==> src/sv/cat_pkg.sv <==
// Package for the connection admission table.
// Holds sizes, request and event codes, ring entry and head control types.
// No dependencies.
package cat_pkg;

  localparam int CAPACITY = 64;
  localparam int ID_BITS  = 32;

  // Widths of the device count, the scan step and the limit compare.
  localparam int CNT_W  = $clog2(CAPACITY + 1);
  localparam int STEP_W = (CAPACITY > 1) ? $clog2(CAPACITY) : 1;
  localparam int CMP_W  = (CNT_W > 7) ? CNT_W : 7;

  localparam logic REQ_REGISTER = 1'b0;
  localparam logic REQ_DETACH   = 1'b1;

  localparam logic [1:0] EV_ATTACHED     = 2'd0;
  localparam logic [1:0] EV_ALREADY      = 2'd1;
  localparam logic [1:0] EV_NOT_ATTACHED = 2'd2;
  localparam logic [1:0] EV_DETACHED     = 2'd3;

  typedef struct packed {
    logic               valid;
    logic [ID_BITS-1:0] id;
  } entry_t;

  // Edit commands for the head of the ring.
  typedef struct packed {
    logic clear_hit;
    logic place;
  } head_ctl_t;

  typedef enum logic [1:0] {
    ST_IDLE,
    ST_SCAN,
    ST_PLACE
  } state_t;

endpackage

==> src/sv/cat_cell.sv <==
// One storage cell of the identifier ring.
// Holds one entry and takes its neighbor's entry on every shift.
// Depends on cat_pkg.
module cat_cell
  import cat_pkg::*;
(
  input  logic   clk,
  input  logic   rst,
  input  logic   shift,
  input  entry_t entry_in,
  output entry_t entry
);

  // Only the valid bit needs a reset; the id is read only behind it.
  always_ff @(posedge clk) begin
    if (rst) begin
      entry.valid <= 1'b0;
    end else if (shift) begin
      entry.valid <= entry_in.valid;
    end
    if (shift) begin
      entry.id <= entry_in.id;
    end
  end

endmodule

==> src/sv/cat_head.sv <==
// Head of the identifier ring: match and edit of the entry that closes the ring.
// Compares the entry with the request key, drops a hit or places the key.
// Depends on cat_pkg.
module cat_head
  import cat_pkg::*;
(
  input  head_ctl_t          ctl,
  input  logic [ID_BITS-1:0] key,
  input  entry_t             entry_in,
  output entry_t             entry_out,
  output logic               hit,
  output logic               free
);

  assign hit  = entry_in.valid && (entry_in.id == key);
  assign free = !entry_in.valid;

  always_comb begin
    entry_out = entry_in;
    if (ctl.clear_hit && hit) begin
      entry_out.valid = 1'b0;
    end else if (ctl.place && free) begin
      entry_out.valid = 1'b1;
      entry_out.id    = key;
    end
  end

endmodule

==> src/sv/connection_admission_table.sv <==
// Top level of the connection admission table.
// Ring of cat_cell storage cells closed through cat_head, plus the request sequencer.
// Depends on cat_pkg, cat_cell and cat_head.
//
//   channel   | handshake                 | word
//   ----------+---------------------------+----------------------------------------
//   request   | start, busy               | req_type, device_id
//   result    | done (one-cycle strobe)   | event_code, accepted, active_count
//   config    | max_connections_we        | max_connections
//
// Walk: a register request refused at the limit gets its strobe without a walk.
// Other requests rotate the ring one cell per cycle past the head comparator:
// a hit ends the walk at once, a full walk passes every cell, and a new
// device then rotates on to the first free cell.
// The single comparator at the ring head is why requests walk the ring.
// Reset: synchronous, clears all valid bits and the count, sets the limit to 64.
// busy is high from the accepting edge until the cycle the strobe is shown (a refusal
// at the limit never raises it); the receiver cannot stall, so every result leaves in its strobe cycle.
module connection_admission_table
  import cat_pkg::*;
(
  input  logic        clk,
  input  logic        rst,
  input  logic        start,
  output logic        busy,
  input  logic        req_type,
  input  logic [31:0] device_id,
  input  logic        max_connections_we,
  input  logic [6:0]  max_connections,
  output logic        done,
  output logic [1:0]  event_code,
  output logic        accepted,
  output logic [6:0]  active_count
);

  localparam logic [STEP_W-1:0] LAST_STEP = STEP_W'(CAPACITY - 1);

  state_t             state;
  state_t             state_next;
  logic [6:0]         limit_cfg;
  logic [CNT_W-1:0]   count;
  logic [CNT_W-1:0]   count_next;
  logic [STEP_W-1:0]  step;
  logic [STEP_W-1:0]  step_next;
  logic               req;
  logic               req_next;
  logic [ID_BITS-1:0] key;
  logic [ID_BITS-1:0] key_next;
  logic               done_next;
  logic [1:0]         code_next;
  logic               acc_next;

  logic [CMP_W-1:0]   limit_eff;
  logic               below_limit;
  logic               rotate;
  head_ctl_t          hctl;
  logic               head_hit;
  logic               head_free;
  entry_t             head_out;
  entry_t             ring [CAPACITY];

  // Ring: each cell takes its upper neighbor, the last cell takes the edited head.
  for (genvar i = 0; i < CAPACITY; i++) begin : g_ring
    entry_t cell_in;
    if (i == CAPACITY - 1) begin : g_tail
      assign cell_in = head_out;
    end else begin : g_body
      assign cell_in = ring[i+1];
    end
    cat_cell u_cell (
      .clk      (clk),
      .rst      (rst),
      .shift    (rotate),
      .entry_in (cell_in),
      .entry    (ring[i])
    );
  end

  cat_head u_head (
    .ctl       (hctl),
    .key       (key),
    .entry_in  (ring[0]),
    .entry_out (head_out),
    .hit       (head_hit),
    .free      (head_free)
  );

  // Clamp the configured limit to the ring size.
  always_comb begin
    if (CMP_W'(limit_cfg) > CMP_W'(CAPACITY)) begin
      limit_eff = CMP_W'(CAPACITY);
    end else begin
      limit_eff = CMP_W'(limit_cfg);
    end
  end

  assign below_limit = CMP_W'(count) < limit_eff;
  assign busy        = (state != ST_IDLE);

  always_ff @(posedge clk) begin
    if (rst) begin
      state     <= ST_IDLE;
      limit_cfg <= 7'd64;
      count     <= '0;
      done      <= 1'b0;
    end else begin
      state <= state_next;
      count <= count_next;
      done  <= done_next;
      if (max_connections_we) begin
        limit_cfg <= max_connections;
      end
    end
  end

  // Request word and result word; no reset needed.
  always_ff @(posedge clk) begin
    step <= step_next;
    req  <= req_next;
    key  <= key_next;
    if (done_next) begin
      event_code   <= code_next;
      accepted     <= acc_next;
      active_count <= 7'(count_next);
    end
  end

  always_comb begin
    state_next = state;
    count_next = count;
    step_next  = step;
    req_next   = req;
    key_next   = key;
    done_next  = 1'b0;
    code_next  = EV_DETACHED;
    acc_next   = 1'b0;
    rotate     = 1'b0;
    hctl       = '0;
    case (state)
      ST_IDLE: begin
        if (start) begin
          req_next  = req_type;
          key_next  = ID_BITS'(device_id);
          step_next = '0;
          if ((req_type == REQ_REGISTER) && !below_limit) begin
            // Refuse at the limit, even for a member.
            done_next = 1'b1;
            code_next = EV_NOT_ATTACHED;
          end else begin
            state_next = ST_SCAN;
          end
        end
      end
      ST_SCAN: begin
        // Advance the ring; drop a matching entry on detach.
        rotate         = 1'b1;
        hctl.clear_hit = (req == REQ_DETACH);
        if (head_hit) begin
          done_next  = 1'b1;
          state_next = ST_IDLE;
          if (req == REQ_REGISTER) begin
            code_next = EV_ALREADY;
            acc_next  = 1'b1;
          end else begin
            code_next  = EV_DETACHED;
            count_next = count - CNT_W'(1);
          end
        end else if (step == LAST_STEP) begin
          if (req == REQ_REGISTER) begin
            state_next = ST_PLACE;
          end else begin
            // Absent device: report detached, hold the count.
            done_next  = 1'b1;
            code_next  = EV_DETACHED;
            state_next = ST_IDLE;
          end
        end else begin
          step_next = step + STEP_W'(1);
        end
      end
      ST_PLACE: begin
        // Rotate on until a free cell reaches the head, then store the key there.
        rotate     = 1'b1;
        hctl.place = 1'b1;
        if (head_free) begin
          done_next  = 1'b1;
          code_next  = EV_ATTACHED;
          acc_next   = 1'b1;
          count_next = count + CNT_W'(1);
          state_next = ST_IDLE;
        end
      end
      default: begin
        state_next = ST_IDLE;
      end
    endcase
  end

endmodule
==> config.mk <==
export PLATFORM = sky130hd
export DESIGN_NAME = connection_admission_table
export DESIGN_NICKNAME = d
export VERILOG_FILES = /design/src/sv/cat_pkg.sv /design/src/sv/cat_cell.sv /design/src/sv/cat_head.sv /design/src/sv/connection_admission_table.sv
export SDC_FILE = /design/constraint.sdc
export NUM_CORES = 2
export LEC_CHECK = 0
export ABC_AREA = 1
export CORE_MARGIN = 2
export CORE_UTILIZATION = 40
export DETAILED_ROUTE_END_ITERATION = 10
export DONT_BUFFER_PORTS = 1
export MAX_ROUTING_LAYER = met4
export PLACE_DENSITY = 0.55
export SLEW_MARGIN = 20
export SYNTH_ARGS = -nofsm -noshare
export SYNTH_HDL_FRONTEND = slang
export SYNTH_HIERARCHICAL = 1
export SYNTH_SLANG_ARGS = --single-unit
==> constraint.sdc <==
create_clock -name clk -period 61.5 [get_ports clk]
set_clock_uncertainty 0.05 [all_clocks]
set_input_delay 3.075 -clock clk [delete_from_list [all_inputs] [get_ports clk]]
set_output_delay 3.075 -clock clk [all_outputs]
set_load 0.02 [all_outputs]
# [Word-level counts from Yosys, hierarchy flattened]
# Cells that the tools add are included.
[totals] ff_bits=2178 in_bits=44 out_inout_bits=12 wordCells=205
[op_classes] add_sub_neg=3 magnitude_cmp=2 eq_ne=10 n_mux=38 bitwise=1 reduce_logical=13
[op_table] op="2-to-1 mux 33 bit" n=1
[op_table] op="equality test 32 bit" n=1
[op_table] op="2-to-1 mux 32 bit" n=1
[op_table] op="2-to-1 mux 7 bit" n=4
[op_table] op="2-to-1 mux 2 bit" n=9
[op_table] op="2-to-1 mux 6 bit" n=3
[op_table] op="2-to-1 mux 1 bit" n=14
[op_table] op="case mux 7 bit (2 select lines)" n=1
[op_table] op="case mux 2 bit (3 select lines)" n=2
[op_table] op="case mux 6 bit (2 select lines)" n=1
[op_table] op="!= test 2 bit (second input constant)" n=5
[op_table] op="AND reduction 4 bit" n=2
[op_table] op="adder 7 x 1 -> 7 bit (second input constant)" n=1
[op_table] op="greater-than comparator 7 bit (second input constant)" n=1
[op_table] op="less-than comparator 7 bit" n=1
[op_table] op="subtractor 7 x 1 -> 7 bit (second input constant)" n=1
[op_table] op="adder 6 x 1 -> 6 bit (second input constant)" n=1
[op_table] op="equality test 6 bit (second input constant)" n=1
[op_table] op="logical AND 1 bit" n=4
[op_table] op="nonzero test 2 bit" n=2
[op_table] op="!= test 3 x 2 -> 1 bit (second input constant)" n=1
[op_table] op="case mux 1 bit (3 select lines)" n=1
[op_table] op="equality test 2 x 1 -> 1 bit (second input constant)" n=1
[op_table] op="equality test 2 bit (second input constant)" n=1
[op_table] op="6 further kinds" n=7

# [Logic depth before layout (Yosys ltp)]
[depth] depth_word=8 depth_mapped=18 mapped_depth_nobuf=18

# [Modules after synthesis]
# Netlist, hierarchy kept.
[by_module_without_submodules] mod="cat_cell" n_inst=64 cells_each=39 area_per_inst_um2=1006.0 seq_area_each_um2=980.9
[by_module_without_submodules] mod="connection_admission_table" n_inst=1 cells_each=277 area_per_inst_um2=2890.3 seq_area_each_um2=1811.7
[by_module_without_submodules] mod="cat_head" n_inst=1 cells_each=277 area_per_inst_um2=1196.1 seq_area_each_um2=0.0

# [Worst setup path after synthesis]
# No wires, ideal clock.
[synth_timing] kind="flip-flop to flip-flop" start="reg state[0]" end="reg active_count[2], data pin" setup_time_ns=0.262 arrival_time_ns=46.635 required_time_ns=61.188 slack_ns=14.552 path_stages_with_launch=9 path_buffers=1 period_less_slack_ns=46.948 cell_sequence="dfxtp_1 -> inv_1 -> ha_1 -> buf_6 -> inv_1 -> a21oi_1 -> nand2_1 -> nand2_1 -> nand2_1"
[synth_between] elab_chain_cells=2 word_cells_on_any_way=3 cone_classes="eq/ne: 2; mux: 1"
[synth_lines] item="start, declared" line="connection_admission_table.sv:38" rtl="state_t state;"
[synth_lines] item="start signal, assigned" line="connection_admission_table.sv:107" rtl="state <= state_next;"
[synth_lines] item="equality test 2 bit / equality test 2 x 1 -> 1 bit (equally long branches)" line="connection_admission_table.sv:139" rtl="case (state)"
[synth_lines] item="case mux 7 bit (2 select lines) *" line="connection_admission_table.sv:139"
[synth_lines] item="named net count_next[2]" line="connection_admission_table.sv:42" rtl="logic [CNT_W-1:0] count_next;"
[synth_lines] item="end signal, assigned" line="connection_admission_table.sv:124" rtl="active_count <= 7'(count_next);"
[synth_lines] item="end, declared" line="connection_admission_table.sv:33" rtl="output logic [6:0] active_count"
# Mark *: on every way through the listed nets, which the timed path passes. The rest lies on a longest branch.
# A chain may end at the register's enable or synchronous reset.

# [Worst setup path in the final report]
[layout_timing] start="reg state[1]" end="reg g_ring[29].u_cell/entry[18] in the netlist's numbering (enable)"
[layout_between] elab_chain_cells=3 word_cells_on_any_way=4 cone_classes="eq/ne: 2; mux: 1; reduce/logical: 1"
[layout_lines] item="equality test 2 bit / equality test 2 x 1 -> 1 bit (equally long branches)" line="connection_admission_table.sv:139"
[layout_lines] item="OR reduction 2 bit (no source line) *"
[layout_lines] item="2-to-1 mux 1 bit *" line="connection_admission_table.sv:139"
[layout_lines] item="named net rotate" line="connection_admission_table.sv:55" rtl="logic rotate;"
[layout_lines] item="end, declared" line="cat_cell.sv:11" rtl="output entry_t entry"
# Marks and branches as above.

==> key figures <==
Setup path
  – R2R Path End: g_ring[29].u_cell/entry[18]$_DFFE_PP_
  – Cell mode on critical path: buf_4
  – Worst Setup EP: g_ring[29].u_cell/entry[18]$_DFFE_PP_
  – CP peak stage delay: approximately 0.88 ns
  – CP max stage cell: buf_4
  – Cells along the critical path: inv_1 > ha_4 > buf_12 > buf_4 > buf_4 > buf_12 > buf_4 > buf_4
  – Worst setup EP type: flop
  – R2r worst-path depth: 8
  – FF-to-FF setup slack: roughly 55 ns
  – WS Path Type: flop to flop
  – CP required: between 60 and 70 ns
  – CP Max Fanout: 176
  – Setup crit start: state[1]$_SDFFE_PP0P_
  – CP arrival: around 7.3 ns
  – Crit start category: flop
  – Reg2reg start: state[1]$_SDFFE_PP0P_

GRT
  – Gr ovfl total: 0
  – All-Layer GR Usage: 0.105
  – First-pass GRT wire length: 137 mm
  – Number of global-route vias before repair: ~24,000
  – Initial antenna violation count: 31
  – Largest net degree at the start of global routing: 207

Clocking
  – Cts repair resizes: 0
  – CTS tree: done
  – Skew-Pair Late Insertion Delay: about 0.81 ns
  – Post-CTS Setup Bufs: 0
  – Num CTS Buffers: 208
  – Root Buffer Master: clkbuf_16
  – Clk buf depth: 3
  – CTS clock-pin slew for the worst setup and hold paths: 0.06 ns
  – Clock tree sinks: 2,178
  – CTS H-Tree Depth: 4
  – CTS Hold Bufs: 0

Power
  – Pint: roughly 0.0037 W
  – Leakage: 26.3 nW
  – VDD IR max: approximately 0.00007 V
  – Clock share of power: 0.245
  – Sw frac: 0.262
  – Logic pwr share: 0.124
  – Psw: roughly 0.0013 W
  – Flop pwr share: 0.630
  – Cell Pwr Density: about 63 nW/um2

Yosys
  – Cell variety after synth: 36
  – Avg Cell Area, Syn: ~22 um2
  – Main synth FF type: edfxtp_1
  – Net count of the mapped netlist: ~3,100
  – EDFF count, synth: 2,097
  – #FFs+latches synth: approximately 2,200
  – Synth warnings: 6
  – Async SR Flop Fraction: 0
  – Post-synthesis sequential area ratio: 0.943
  – Mapped cell area: between 60,000 and 70,000 um2
  – Syn Inst Count: 3,050

STA
  – Worst Max-Slew Pin Slew: approximately 1.1 ns
  – Final period util: 0.112
  – Achievable Freq: 145 MHz
  – Fin Hold WS: roughly 0.35 ns
  – Max-slew violation count: 0
  – RSZ-0062 raised after global routing: no
  – Post-layout min period: 6.91 ns
  – Setup TNS: 0 ns
  – Final Hold Viols: 0
  – Final setup vio count: 0
  – Slew HR: 0.252

Cells and area
  – Synthesis-to-finish area growth: 14.0%
  – Final core utilization: 0.460
  – Post-layout net count: approximately 3,300
  – Share of layout cells above drive strength 1: 0.118
  – Non-Filler Instances: ~5,700
  – Post-route design area: just under 80,000 um2

Die
  – Die area: between 150,000 and 200,000 um2
  – Initial Util: 0.404
  – Die H: about 420 um
  – Num ports: 56
  – FP Rows: between 150 and 200
  – Core area: 170,000 um2
  – Die W: 418 um

Routing
  – Vias/cell: around 4.5
  – Drt wl/cell: 15.9 um
  – Antenna-violating nets left: 0
  – Pre-antenna DRT Iters: 5
  – Initial DRC count: around 2,700
  – Routed WL: approximately 90 mm
  – Remaining DRCs: 0
  – Routed via count: between 20,000 and 30,000

Worst hold path
  – Hold Crit Class: flop to flop

Placed design
  – DPL Wire Length: 44.8 mm
  – Placed cell count: 5,280
  – Placer Congestion: approximately 0.86
  – Port Buf Inserts: 0
  – DP Area: between 70,000 and 80,000 um2

Run status
  – Status: finished, final reports clean

Job
  – Max Cap Viol: 0
## layout make-up
type	instances	area, um2
flip-flops and latches	2178	64600
inverters	220	826
diodes	8	20.0
fillers	14000	91600
well taps	2218	2780
repair buffers	22	248
multi-input cells	643	3000
clock inverters	123	1110
clock buffers	261	5470
## critical path, delay by kind of cell, from the launching register on
kind	cells	cell delay (ns)
flip-flops	1	0.42
buffers and inverters	7	4.89
adder cells (fa/ha/maj)	1	0.82
## synth_stat cells (2+ instances only)
master | n | area share
o21ai_0 | 47 | 0.0034
nand2_2 | 5 | 0.00046
nand4_1 | 8 | 0.00073
inv_1 | 216 | 0.012
nor3_1 | 8 | 0.00058
ha_1 | 13 | 0.0024
o211ai_1 | 2 | 0.00022
nand2_1 | 294 | 0.016
nor2_1 | 128 | 0.0070
buf_2 | 2 | 0.00015
a211oi_1 | 2 | 0.00022
edfxtp_1 | 2097 | 0.92
o21ai_1 | 2 | 0.00015
a21oi_1 | 21 | 0.0015
mux2_2 | 4 | 0.00066
dfxtp_1 | 81 | 0.024
clkbuf_1 | 4 | 0.00022
nand3_1 | 22 | 0.0016
inv_2 | 4 | 0.00022
buf_6 | 2 | 0.00033
or2_2 | 5 | 0.00046
xnor2_1 | 3 | 0.00038
a21oi_2 | 2 | 0.00026
nor3b_1 | 2 | 0.00022
nor2_2 | 65 | 0.0059
## kinds of logic (layout without fill, tap and decap cells)
family	count (synthesis)	after routing	synth area share
buffers and inverters	229	626	0.0130
adders and majority gates	13	13	0.00238
AOI/OAI and AO/OA	79	79	0.00616
xor gates and xnor gates	4	4	0.000512
other	0	8	0
muxes	4	4	0.000658
DFF	2178	2178	0.943
and+or+nand+nor	543	543	0.0340
## routing by layer
metal	global-route usage	vias to the layer above	share of wire
met5	-	-	0
met4	0.0550	0	0.040
met3	0.0243	267	0.046
met2	0.135	502	0.42
met1	0.155	12700	0.49
li1	-	11900	-
## power by group through the flow
stage          combinational, W  sequential [W]  clock [W]
6_report               0.000616         0.00312    0.00122
5_1_grt                0.000697         0.00321    0.00132
4_1_cts                0.000632         0.00314    0.00127
3_5_place_dp           0.000634         0.00314          0
3_3_place_gp           0.000618         0.00313          0
2_1_floorplan          0.000635         0.00467          0
## worst min path at each step
stage | start | cells past startpoint | slack (ns) | endpoint
after global routing | g_ring[53].u_cell/entry[30]$_DFFE_PP_ | 0 | 0.35 | g_ring[52].u_cell/entry[30]$_DFFE_PP_
after detailed placement | g_ring[11].u_cell/entry[4]$_DFFE_PP_ | 0 | 0.35 | g_ring[10].u_cell/entry[4]$_DFFE_PP_
final | g_ring[6].u_cell/entry[25]$_DFFE_PP_ | 0 | 0.35 | g_ring[5].u_cell/entry[25]$_DFFE_PP_
after CTS | g_ring[20].u_cell/entry[10]$_DFFE_PP_ | 0 | 0.34 | g_ring[19].u_cell/entry[10]$_DFFE_PP_
after floorplan | g_ring[1].u_cell/entry[0]$_DFFE_PP_ | 0 | 0.35 | g_ring[0].u_cell/entry[0]$_DFFE_PP_
after global placement | g_ring[12].u_cell/entry[27]$_DFFE_PP_ | 0 | 0.35 | g_ring[11].u_cell/entry[27]$_DFFE_PP_
## cells in the final DEF, fill, tap and decap left out, types with 6 or more instances in the layout
cell type,count
edfxtp_1,2097
nor2_1,128
nor2_2,65
nor3_1,8
o21ai_0,47
clkinv_2,43
diode_2,8
clkinv_1,41
a21oi_1,21
dfxtp_1,81
nand3_1,22
clkinvlp_4,10
inv_1,215
ha_1,12
nand2_1,294
buf_4,14
buf_12,6
clkbuf_1,49
nand4_1,8
bufinv_16,13
clkbuf_16,210
## state kept, by name, indices dropped and copies added (netlist names), 2 cells and up
name	flops
active_count	7
g_ring.u_cell/entry	2112
key	32
step	6
state	2
event_code	2
limit_cfg	7
count	7
## through the flow
step                      total power, W  setup WS [ns]
after floorplan                  0.00531          14.55
after global placement           0.00375          54.65
after detailed placement         0.00378          54.48
after CTS                        0.00504          54.50
after global routing             0.00523          54.04
final                            0.00495          54.59
Power figures use the tool's default switching activity.
